### src/rtl/bmp_fb_pkg.sv
// ----------------------------------------------------------------------------
// BMP frame buffer blit package
// Request types, header offsets and register indexes shared by the blit RTL.
// ----------------------------------------------------------------------------
package bmp_fb_pkg;

	localparam int HDR_W     = 6;
	localparam int CFG_W     = 10;
	localparam int CFG_IDX_W = 1;
	localparam int FB_ADDR_W = 19;
	localparam int PIXEL_W   = 24;

	// Largest origin value a 10-bit register can hold.
	localparam int ORIGIN_MAX = 1023;

	localparam logic [HDR_W-1:0] WIDTH_OFFSET  = 6'd18;
	localparam logic [HDR_W-1:0] WIDTH_LAST    = 6'd21;
	localparam logic [HDR_W-1:0] HEIGHT_LAST   = 6'd25;
	localparam logic [HDR_W-1:0] HEADER_END    = 6'd26;
	localparam logic [HDR_W-1:0] PIXEL_OFFSET  = 6'd54;

	localparam logic [CFG_IDX_W-1:0] REG_ORIGIN_ROW = 1'd0;
	localparam logic [CFG_IDX_W-1:0] REG_ORIGIN_COL = 1'd1;

	typedef enum logic [1:0] {
		BIP_BLUE,
		BIP_GREEN,
		BIP_RED
	} bip_t;

	typedef struct packed {
		logic [7:0] file_byte;
		logic       image_start;
	} in_item_t;

	typedef struct packed {
		logic [FB_ADDR_W-1:0] fb_address;
		logic [PIXEL_W-1:0]   pixel_word;
		logic                 in_range;
		logic                 last_pixel;
	} out_item_t;

endpackage

### src/rtl/bmp_pixel_stream_to_framebuffer.sv
// ----------------------------------------------------------------------------
// BMP pixel stream to frame buffer
// Parses a 24-bit BMP byte stream and emits one frame buffer write per pixel.
// ----------------------------------------------------------------------------
//  Channel   Signals                          Direction  Contents
//  in        in_valid / in_ready / in_data    sink       file byte, start mark
//  out       out_valid / out_ready / out_data source     address, pixel, flags
//  cfg       cfg_we / cfg_index / cfg_wdata   sink       origin row and column
//
//  One byte is taken per cycle while in_ready is high; every third pixel byte yields one result.
//  After its last byte a result is registered in the parse stage, then the
//  address multiply and range compare into the output register.
//  A stall on out_ready backs up through both stages to in_ready.
//  Reset leaves the block idle until a byte marked as an image start.
// ----------------------------------------------------------------------------
module bmp_pixel_stream_to_framebuffer #(
	parameter int FRAME_WIDTH = 640,
	parameter int FB_WORDS    = 524288,
	parameter int MAX_DIM     = 1024
) (
	input  logic                                 clk,
	input  logic                                 arst_n,
	input  logic                                 in_valid,
	output logic                                 in_ready,
	input  bmp_fb_pkg::in_item_t                 in_data,
	output logic                                 out_valid,
	input  logic                                 out_ready,
	output bmp_fb_pkg::out_item_t                out_data,
	input  logic                                 cfg_we,
	input  logic [bmp_fb_pkg::CFG_IDX_W-1:0]     cfg_index,
	input  logic [bmp_fb_pkg::CFG_W-1:0]         cfg_wdata
);
	import bmp_fb_pkg::*;

	localparam int DIM_W    = $clog2(MAX_DIM + 1);
	localparam int POS_MAX  = ORIGIN_MAX + MAX_DIM;
	localparam int POS_W    = $clog2(POS_MAX);
	localparam int ADDR_MAX = (POS_MAX - 1) * FRAME_WIDTH + POS_MAX - 1;
	localparam int ADDR_W   = $clog2(ADDR_MAX + 1);
	localparam int CMP_W    = $clog2(FB_WORDS + 1);
	localparam int EXT_A    = (ADDR_W > CMP_W) ? ADDR_W : CMP_W;
	localparam int EXT_W    = (EXT_A > FB_ADDR_W) ? EXT_A : FB_ADDR_W;

	function automatic logic [DIM_W-1:0] clamp_dim(input logic [31:0] raw);
		logic [DIM_W-1:0] res;
		if (raw == 32'd0 || raw[31]) begin
			res = '0;
		end else if (raw > 32'(MAX_DIM)) begin
			res = DIM_W'(MAX_DIM);
		end else begin
			res = raw[DIM_W-1:0];
		end
		return res;
	endfunction

	// Configuration registers
	logic [CFG_W-1:0] origin_row_q, origin_col_q;

	// Parse state
	logic [HDR_W-1:0] hdr_q, hdr_d, cur_hdr;
	logic [DIM_W-1:0] w_q, w_d, cur_w;
	logic [DIM_W-1:0] h_q, h_d, cur_h;
	logic [DIM_W-1:0] col_q, col_d, cur_col;
	logic [DIM_W-1:0] row_q, row_d, cur_row;
	bip_t             bip_q, bip_d, cur_bip;
	logic [1:0]       pad_q, pad_d, cur_pad;
	logic             done_q, done_d, cur_done;
	logic [7:0]       blue_q, blue_d, green_q, green_d;
	logic [31:0]      acc_q, acc_d, acc_new;
	logic [HDR_W-1:0] hdr_rel;

	logic accept, pix_fire, last_col, last_pix;
	logic [POS_W-1:0] row_pos, col_pos;

	// Pipeline
	logic                 valid_s1;
	logic [POS_W-1:0]     row_s1, col_s1;
	logic [PIXEL_W-1:0]   pixel_s1;
	logic                 last_s1;
	logic                 s1_en, s2_en;
	logic                 out_valid_s2;
	out_item_t            out_data_s2;
	logic [EXT_W-1:0]     addr_full;

	assign s2_en    = !out_valid_s2 || out_ready;
	assign s1_en    = !valid_s1 || s2_en;
	assign in_ready = s1_en;
	assign accept   = in_valid && in_ready;

	always_ff @(posedge clk or negedge arst_n) begin
		if (!arst_n) begin
			origin_row_q <= '0;
			origin_col_q <= '0;
		end else if (cfg_we) begin
			case (cfg_index)
				REG_ORIGIN_ROW: origin_row_q <= cfg_wdata;
				REG_ORIGIN_COL: origin_col_q <= cfg_wdata;
				default: ;
			endcase
		end
	end

	always_comb begin
		// A start mark restarts parsing with this byte as byte zero.
		cur_hdr  = in_data.image_start ? '0 : hdr_q;
		cur_w    = in_data.image_start ? '0 : w_q;
		cur_h    = in_data.image_start ? '0 : h_q;
		cur_col  = in_data.image_start ? '0 : col_q;
		cur_row  = in_data.image_start ? '0 : row_q;
		cur_bip  = in_data.image_start ? BIP_BLUE : bip_q;
		cur_pad  = in_data.image_start ? 2'd0 : pad_q;
		cur_done = in_data.image_start ? 1'b0 : done_q;

		hdr_d   = cur_hdr;
		w_d     = cur_w;
		h_d     = cur_h;
		col_d   = cur_col;
		row_d   = cur_row;
		bip_d   = cur_bip;
		pad_d   = cur_pad;
		done_d  = cur_done;
		blue_d  = blue_q;
		green_d = green_q;
		acc_d   = acc_q;
		acc_new = acc_q;
		hdr_rel = cur_hdr - WIDTH_OFFSET;
		pix_fire = 1'b0;

		last_col = (DIM_W'(cur_col + 1'b1) == cur_w);
		last_pix = last_col && (DIM_W'(cur_row + 1'b1) == cur_h);
		// Rows are stored bottom up.
		row_pos = POS_W'(origin_row_q) + POS_W'(cur_h) - POS_W'(1) - POS_W'(cur_row);
		col_pos = POS_W'(origin_col_q) + POS_W'(cur_col);

		if (!cur_done) begin
			if (cur_hdr < PIXEL_OFFSET) begin
				if (cur_hdr >= WIDTH_OFFSET && cur_hdr < HEADER_END) begin
					case (hdr_rel[1:0])
						2'd0:    acc_new = {24'd0, in_data.file_byte};
						2'd1:    acc_new = acc_q | {16'd0, in_data.file_byte, 8'd0};
						2'd2:    acc_new = acc_q | {8'd0, in_data.file_byte, 16'd0};
						default: acc_new = acc_q | {in_data.file_byte, 24'd0};
					endcase
					acc_d = acc_new;
					if (cur_hdr == WIDTH_LAST) begin
						w_d = clamp_dim(acc_new);
					end
					if (cur_hdr == HEIGHT_LAST) begin
						h_d = clamp_dim(acc_new);
					end
				end
				hdr_d = cur_hdr + 1'b1;
				if (hdr_d == PIXEL_OFFSET && (w_d == '0 || h_d == '0)) begin
					done_d = 1'b1;
				end
			end else if (cur_pad != 2'd0) begin
				pad_d = cur_pad - 1'b1;
			end else begin
				case (cur_bip)
					BIP_BLUE: begin
						blue_d = in_data.file_byte;
						bip_d  = BIP_GREEN;
					end
					BIP_GREEN: begin
						green_d = in_data.file_byte;
						bip_d   = BIP_RED;
					end
					BIP_RED: begin
						bip_d    = BIP_BLUE;
						pix_fire = 1'b1;
						if (last_col) begin
							col_d = '0;
							row_d = cur_row + 1'b1;
							// Padding to a 4-byte row equals width mod 4 for 3-byte pixels.
							pad_d = 2'(cur_w);
						end else begin
							col_d = cur_col + 1'b1;
						end
						if (last_pix) begin
							done_d = 1'b1;
						end
					end
					default: ;
				endcase
			end
		end
	end

	always_ff @(posedge clk or negedge arst_n) begin
		if (!arst_n) begin
			hdr_q  <= '0;
			w_q    <= '0;
			h_q    <= '0;
			col_q  <= '0;
			row_q  <= '0;
			bip_q  <= BIP_BLUE;
			pad_q  <= 2'd0;
			done_q <= 1'b1;
		end else if (accept) begin
			hdr_q  <= hdr_d;
			w_q    <= w_d;
			h_q    <= h_d;
			col_q  <= col_d;
			row_q  <= row_d;
			bip_q  <= bip_d;
			pad_q  <= pad_d;
			done_q <= done_d;
		end
	end

	always_ff @(posedge clk) begin
		if (accept) begin
			blue_q  <= blue_d;
			green_q <= green_d;
			acc_q   <= acc_d;
		end
	end

	always_ff @(posedge clk or negedge arst_n) begin
		if (!arst_n) begin
			valid_s1 <= 1'b0;
		end else if (s1_en) begin
			valid_s1 <= accept && pix_fire;
		end
	end

	always_ff @(posedge clk) begin
		if (s1_en) begin
			row_s1   <= row_pos;
			col_s1   <= col_pos;
			pixel_s1 <= {blue_q, green_q, in_data.file_byte};
			last_s1  <= last_pix;
		end
	end

	assign addr_full = EXT_W'(row_s1) * EXT_W'(FRAME_WIDTH) + EXT_W'(col_s1);

	always_ff @(posedge clk or negedge arst_n) begin
		if (!arst_n) begin
			out_valid_s2 <= 1'b0;
		end else if (s2_en) begin
			out_valid_s2 <= valid_s1;
		end
	end

	always_ff @(posedge clk) begin
		if (s2_en) begin
			out_data_s2.fb_address <= addr_full[FB_ADDR_W-1:0];
			out_data_s2.pixel_word <= pixel_s1;
			out_data_s2.in_range   <= (addr_full < EXT_W'(FB_WORDS));
			out_data_s2.last_pixel <= last_s1;
		end
	end

	assign out_valid = out_valid_s2;
	assign out_data  = out_data_s2;

	a_hdr_bound: assert property (@(posedge clk) disable iff (!arst_n)
		hdr_q <= PIXEL_OFFSET)
		else $error("header count ran past the pixel offset");

	a_pad_aligned: assert property (@(posedge clk) disable iff (!arst_n)
		pad_q != 2'd0 |-> bip_q == BIP_BLUE)
		else $error("row padding pending in the middle of a pixel");

	a_pos_bound: assert property (@(posedge clk) disable iff (!arst_n)
		(!done_q && hdr_q == PIXEL_OFFSET) |-> (col_q < w_q && row_q < h_q))
		else $error("pixel position outside the image while active");

endmodule
### config.mk
export PLATFORM = sky130hd
export DESIGN_NAME = bmp_pixel_stream_to_framebuffer
export DESIGN_NICKNAME = d
export VERILOG_FILES = /design/src/rtl/bmp_fb_pkg.sv /design/src/rtl/bmp_pixel_stream_to_framebuffer.sv
export SDC_FILE = /design/constraint.sdc
export NUM_CORES = 1
export LEC_CHECK = 0
export BUFFER_PORTS_ARGS = -buffer_cell sky130_fd_sc_hd__buf_2
export CAP_MARGIN = 20
export CORE_MARGIN = 1.5
export CORE_UTILIZATION = 43
export CTS_BUF_LIST = sky130_fd_sc_hd__clkbuf_8
export CTS_CLUSTER_SIZE = 20
export DETAILED_ROUTE_END_ITERATION = 12
export MAX_ROUTING_LAYER = met4
export PLACE_DENSITY = 0.65
export SYNTH_ARGS = -nofsm -noshare
export SYNTH_HDL_FRONTEND = slang
export SYNTH_SLANG_ARGS = --single-unit
### constraint.sdc
create_clock -name clk -period 15 [get_ports clk]
set_clock_uncertainty 0.15 [all_clocks]
set_input_delay 0 -clock clk [delete_from_list [all_inputs] [get_ports clk]]
set_output_delay 0 -clock clk [all_outputs]
set_load 0.005 [all_outputs]
# [Yosys cells after proc, flatten, opt, wreduce, memory -nomap -nowiden]
# Cells that the tools add are included.
[classes] n_reduce_logical=22 magnitude_cmp=5 n_mul=1 n_bitwise=7 n_addsub=10 muxes=57 n_eq_ne=9
[ops] operator="11-bit 2-to-1 mux" n=28
[ops] operator="32-bit 2-to-1 mux" n=3
[ops] operator="32-bit case mux with 3 select lines" n=1
[ops] operator="32-bit by 11-bit greater-than comparator with 1-bit output (second input constant)" n=1
[ops] operator="32-bit zero test" n=1
[ops] operator="32-bit by 16-bit bitwise OR with 32-bit output" n=1
[ops] operator="32-bit by 24-bit bitwise OR with 32-bit output" n=1
[ops] operator="32-bit bitwise OR" n=1
[ops] operator="10-bit by 11-bit adder with 11-bit output" n=2
[ops] operator="11-bit by 1-bit adder with 11-bit output (second input constant)" n=2
[ops] operator="11-bit equality test" n=2
[ops] operator="11-bit zero test" n=2
[ops] operator="21-bit by 11-bit adder with 21-bit output" n=1
[ops] operator="21-bit by 20-bit < comparator with 1-bit output (second input constant)" n=1
[ops] operator="2-bit 2-to-1 mux" n=10
[ops] operator="6-bit 2-to-1 mux" n=3
[ops] operator="11-bit by 3-bit multiplier with 14-bit output (second input constant)" n=1
[ops] operator="6-bit by 5-bit equality test with 1-bit output (second input constant)" n=2
[ops] operator="1-bit 2-to-1 mux" n=11
[ops] operator="11-bit by 1-bit subtractor with 11-bit output (second input constant)" n=1
[ops] operator="11-bit subtractor" n=1
[ops] operator="5-bit AND reduction" n=2
[ops] operator="6-bit by 1-bit adder with 6-bit output (second input constant)" n=1
[ops] operator="6-bit equality test (second input constant)" n=1
[ops] operator="16 further kinds" n=31
[totals] in_bits=25 out_inout_bits=47 register_bits=217

# [Logic depth before layout (Yosys ltp)]
[depth] depth_word=20 ltp_mapped=19 mapped_depth_nobuf=15

# [Least setup slack after synthesis]
# No wires, ideal clock.
[synth_path] kind="register to register" from="reg out_valid_s2 (netlist: out_valid)" to="reg acc_q[0], enable pin" stages_incl_launch_ff=6 setup_time_ns=0.501 path_buffers=1 synth_period_minus_slack_ns=6.137 t_arrival_ns=5.486 slack_ns=8.863 cell_sequence="dfrtp_1 nand3b_1 and2_1 clkbuf_1 nand2_1 nor4_1"
[synth_between] elab_chain_cells=5
[synth_rtl] element="from (decl)" line_no="bmp_pixel_stream_to_framebuffer.sv:81" rtl="logic out_valid_s2;"
[synth_rtl] element="from (signal assigned)" line_no="bmp_pixel_stream_to_framebuffer.sv:242" rtl="out_valid_s2 <= valid_s1;"
[synth_rtl] element="1-bit zero test" line_no="bmp_pixel_stream_to_framebuffer.sv:85" rtl="assign s2_en = !out_valid_s2 || out_ready;"
[synth_rtl] element="1-bit logical OR" line_no="bmp_pixel_stream_to_framebuffer.sv:85"
[synth_rtl] element="1-bit logical OR" line_no="bmp_pixel_stream_to_framebuffer.sv:86" rtl="assign s1_en = !valid_s1 || s2_en;"
[synth_rtl] element="via in_ready" line_no="bmp_pixel_stream_to_framebuffer.sv:24" rtl="output logic in_ready,"
[synth_rtl] element="1-bit logical AND" line_no="bmp_pixel_stream_to_framebuffer.sv:88" rtl="assign accept = in_valid && in_ready;"
[synth_rtl] element="4-bit AND reduction (no line)"
[synth_rtl] element="to (signal assigned)" line_no="bmp_pixel_stream_to_framebuffer.sv:215" rtl="acc_q <= acc_d;"
[synth_rtl] element="to (decl)" line_no="bmp_pixel_stream_to_framebuffer.sv:69" rtl="logic [31:0] acc_q, acc_d, acc_new;"
# The timed path passes the listed nets, and every way through them passes these cells.
# A chain may end at the register's enable or synchronous reset.

# [Final worst setup path]
[layout_path] from="in in_data[0] in the netlist's numbering" to="reg row_q[8]"
[layout_between] elab_chain_cells=8 elab_cells_between_ends=18
[layout_rtl] element="from (decl)" line_no="bmp_pixel_stream_to_framebuffer.sv:25" rtl="input bmp_fb_pkg::in_item_t in_data,"
[layout_rtl] element="11-bit 2-to-1 mux" line_no="bmp_pixel_stream_to_framebuffer.sv:108" rtl="cur_col = in_data.image_start ? '0 : col_q;"
[layout_rtl] element="11-bit by 1-bit adder with 11-bit output" line_no="bmp_pixel_stream_to_framebuffer.sv:129" rtl="last_col = (DIM_W'(cur_col + 1'b1) == cur_w);"
[layout_rtl] element="11-bit equality test" line_no="bmp_pixel_stream_to_framebuffer.sv:129"
[layout_rtl] element="11-bit 2-to-1 mux" line_no="bmp_pixel_stream_to_framebuffer.sv:171" rtl="if (last_col) begin"
[layout_rtl] element="11-bit 2-to-1 mux" line_no="bmp_pixel_stream_to_framebuffer.sv:159" rtl="case (cur_bip)"
[layout_rtl] element="11-bit 2-to-1 mux" line_no="bmp_pixel_stream_to_framebuffer.sv:156" rtl="end else if (cur_pad != 2'd0) begin"
[layout_rtl] element="11-bit 2-to-1 mux" line_no="bmp_pixel_stream_to_framebuffer.sv:136" rtl="if (cur_hdr < PIXEL_OFFSET) begin"
[layout_rtl] element="11-bit 2-to-1 mux *" line_no="bmp_pixel_stream_to_framebuffer.sv:135" rtl="if (!cur_done) begin"
[layout_rtl] element="to (signal assigned)" line_no="bmp_pixel_stream_to_framebuffer.sv:204" rtl="row_q <= row_d;"
[layout_rtl] element="to (decl)" line_no="bmp_pixel_stream_to_framebuffer.sv:64" rtl="logic [DIM_W-1:0] row_q, row_d, cur_row;"
# Mark *: on every way between the ends. The rest lies on a longest branch, timed or not.

==> impl_results.md <==
* Status: finished clean
* Initial core utilization at roughly 44%
* Final Hold Fails at 0
* Critical path launch point type: input pin
* Final core utilization at between 50% and 60%
* Yosys top cell area share at around 37%
* Dpl ws at approximately 11 ns
* Vias in the first global route at between 7000 and 8000
* CTS sink count at roughly 220
* DRT iter0 DRCs at 674
* Longest Clk Path Bufs at 3
* Hold_sp: out_ready
* GRT overflow at 0
* CTS root buffer: clkbuf_8
* CP endpoint kind: register
* Pwr dens at about 140 nW/um^2
* RR Startpoint: col_q[0]
* Hold WC Path Type: input pin to register
* Synth top area cells: edfxtp_1 (37%), dfrtp_1 (17%), ha_1 (5.1%)
* Critical path arrival at 4.06 ns
* Synthesized area at 11200 um^2
* CP Launch Point: in_data[0]
* DR vias/cell at between 5 and 6
* Count leader, synth: edfxtp_1
* Maxcap violations at 0
* Worst R2R Path Depth at 10
* Critical path's largest stage delay at about 0.55 ns
* RSZ-0062 raised after global routing: false
* Crit path cell chain: dlygate4sd3_1 > buf_2 > buf_4 > nor2b_1 > ha_1 > and3_2 > nand3_4 > a221o_1 > a211oi_2 > nand4_1 > nor4_1 > mux2i_1 > o21ai_1
* Router iterations before antenna repair at 6
* Worst slew margin at around 44%
* Layout Cells excl Fill at approximately 1500
* Number of post-CTS setup repair buffers at 0
* Post-Syn Nets at between 1000 and 1500
* Layout cell share with drive strength beyond 1 at about 15%
* Placed cell count at 1364
* Synth cell count leaders: edfxtp_1 (140), dfrtp_1 (76), nand2_1 (74)
* Pleak at about 5.5 nW
* Number of synthesized flops with an enable pin at 140
* Worst reg2reg path endpoint: row_q[8]
* Cts bufs inserted at 38
* Num ports at between 70 and 80
* Syn Inst Count at between 900 and 1000
* Setup violators final at 0
* Synth cell types at 75
* H-tree depth at 2
* First-pass GRT wire length at 40.5 mm
* Period utilization at between 20 and 30%
* Total die area at between 20000 and 30000 um^2
* Register area share after synthesis at 54.6%
* Setup TNS at 0 ns
* F_max at 262 MHz
* Hold path depth at 4
* Syn. warnings at 0
* Post-CTS sizing at 0
* Largest net degree at the start of global routing at roughly 80
* Worst IR Drop VDD at roughly 0.12 mV
* Routed WL per cell at ~17 um
* Vias at about 8000
* Placed Area at between 10000 and 15000 um^2
* Initial antenna violation count at 0
* Ys flop type: edfxtp_1
* Routability congestion estimate at around 0.9
* Fin area at around 13000 um^2
* Crit-path slowest cell: nand4_1
* DRC at 0
* Clk Latency, worst-skew pair at ~0.54 ns
* Ant. Diodes at 0
* Area delta synth->final at 16.8%
* Cell Rows at just under 60
* Clock-pin slew on the worst setup and hold paths at about 0.060 ns
* Fin. max-slew vios at 0
* Ys async rst share at 35.5%
* Die W at approximately 160 um
* Critical Path RT at 15.25 ns
* Max Fanout on Critical Path at 52
* Overall routed net length at between 20 and 30 mm
* Cell taking the most area after synthesis: edfxtp_1
* Mean Syn Cell Area at 11.3 um^2
* Input/output buffers at 71
* Gr usage total at 19.7%
* Setup Crit Path Kind: input pin to register
* Final nets at ~1200
* DP Wirelength at between 15 and 20 mm
* Setup slack, reg-to-reg at approximately 11 ns
* CP bufs+invs at 3
* Fin worst setup slack at between 10 and 15 ns
* Hold EP: valid_s1
* CTS tree: built
* Slew @ Worst Pin at roughly 0.84 ns
* Fin crit period at 3.82 ns
* Post-DRT Antenna Nets at 0
* Yosys reg bits at 217
* Die height at approximately 160 um
* Core area at ~25000 um^2
* Family with the most delay on the worst path: simple AND/OR/NAND/NOR gates
[logic make-up after synthesis]
group	share of synthesized area [%]
and+or+nand+nor	14.0
AOI/OAI and AO/OA	12.7
DFF	54.6
buffers and inverters	3.69
xor gates and xnor gates	5.06
adders and majority gates	7.62
muxes	2.36
[layer usage]
metal	vias up	part of all wire, %	wire, um	track usage, %
met2	224	46	11700	30.9
met5	-	0	0	-
met4	0	2.0	515	5.41
met1	3851	46	11600	26.4
met3	46	5.6	1410	3.47
li1	3850	-	-	-
[state kept, by name (all words and copies together), names as in the netlist, 2 cells and up]
register	cells
acc_q	32
bip_q	2
blue_q	8
col_q	11
col_s1	11
green_q	8
h_q	11
hdr_q	6
origin_col_q	10
origin_row_q	10
out_data	45
pad_q	2
pixel_s1	24
row_q	11
row_s1	11
w_q	11
[layout make-up]
| cell class | count | area (um^2) |
|---|---|---|
| fill | 2239 | 12300 |
| sequential | 217 | 6130 |
| multi-input combinational | 671 | 4690 |
| timing repair buffer | 117 | 838 |
| clock buffer | 46 | 633 |
| tap | 330 | 413 |
| inverter | 69 | 259 |
| clock inverter | 24 | 144 |
[power breakdown]
| group | total [W] | switching (W) | internal [W] |
|---|---|---|---|
| combinational | 0.000553 | 0.000307 | 0.000247 |
| sequential | 0.000786 | 0.0000473 | 0.000739 |
| clock | 0.000540 | 0.000242 | 0.000298 |
| total | 0.00188 | 0.000596 | 0.00128 |
[worst max path at each step]
stage | end | slack, ns | cells after the start
2_1_floorplan | acc_q[0] | 8.86 | 5
3_3_place_gp | row_q[8] | 11.27 | 12
3_5_place_dp | row_q[8] | 11.18 | 12
4_1_cts | row_q[8] | 11.22 | 13
5_1_grt | row_q[8] | 10.90 | 13
6_report | row_q[8] | 11.18 | 13
[cell usage in the layout (no fill, tap or decap), drive strengths merged, types with 22 or more instances in the layout]
cell type    count
and2            22
edfxtp         140
dlygate4sd3     38
dfrtp           76
inv             86
a21oi           55
nor2            72
o21ai           57
nor2b           25
ha              46
xor2            28
nand2           74
nand3           31
xnor2           36
clkbuf          46
buf             79
[through the flow]
step,hold slack (ns),power (W)
floorplan,-0.446,0.00121
global placement,0.0726,0.00132
detailed placement,0.0794,0.00134
CTS,0.0501,0.00190
global route,0.0990,0.00202
finish,0.0781,0.00188
[timing repair]
item | 4_1_cts | 5_1_grt
hold buffers | 37 | 1
endpoints found under the hold margin | 177 | 23
setup endpoints to repair | 0 | 0
[tightest hold or removal path, cell delays in order]
cell	delay, ns
buf_2	0.11
nand3b_1	0.14
buf_4	0.34
nand2_1	0.13
Power figures use the tool's default switching activity.
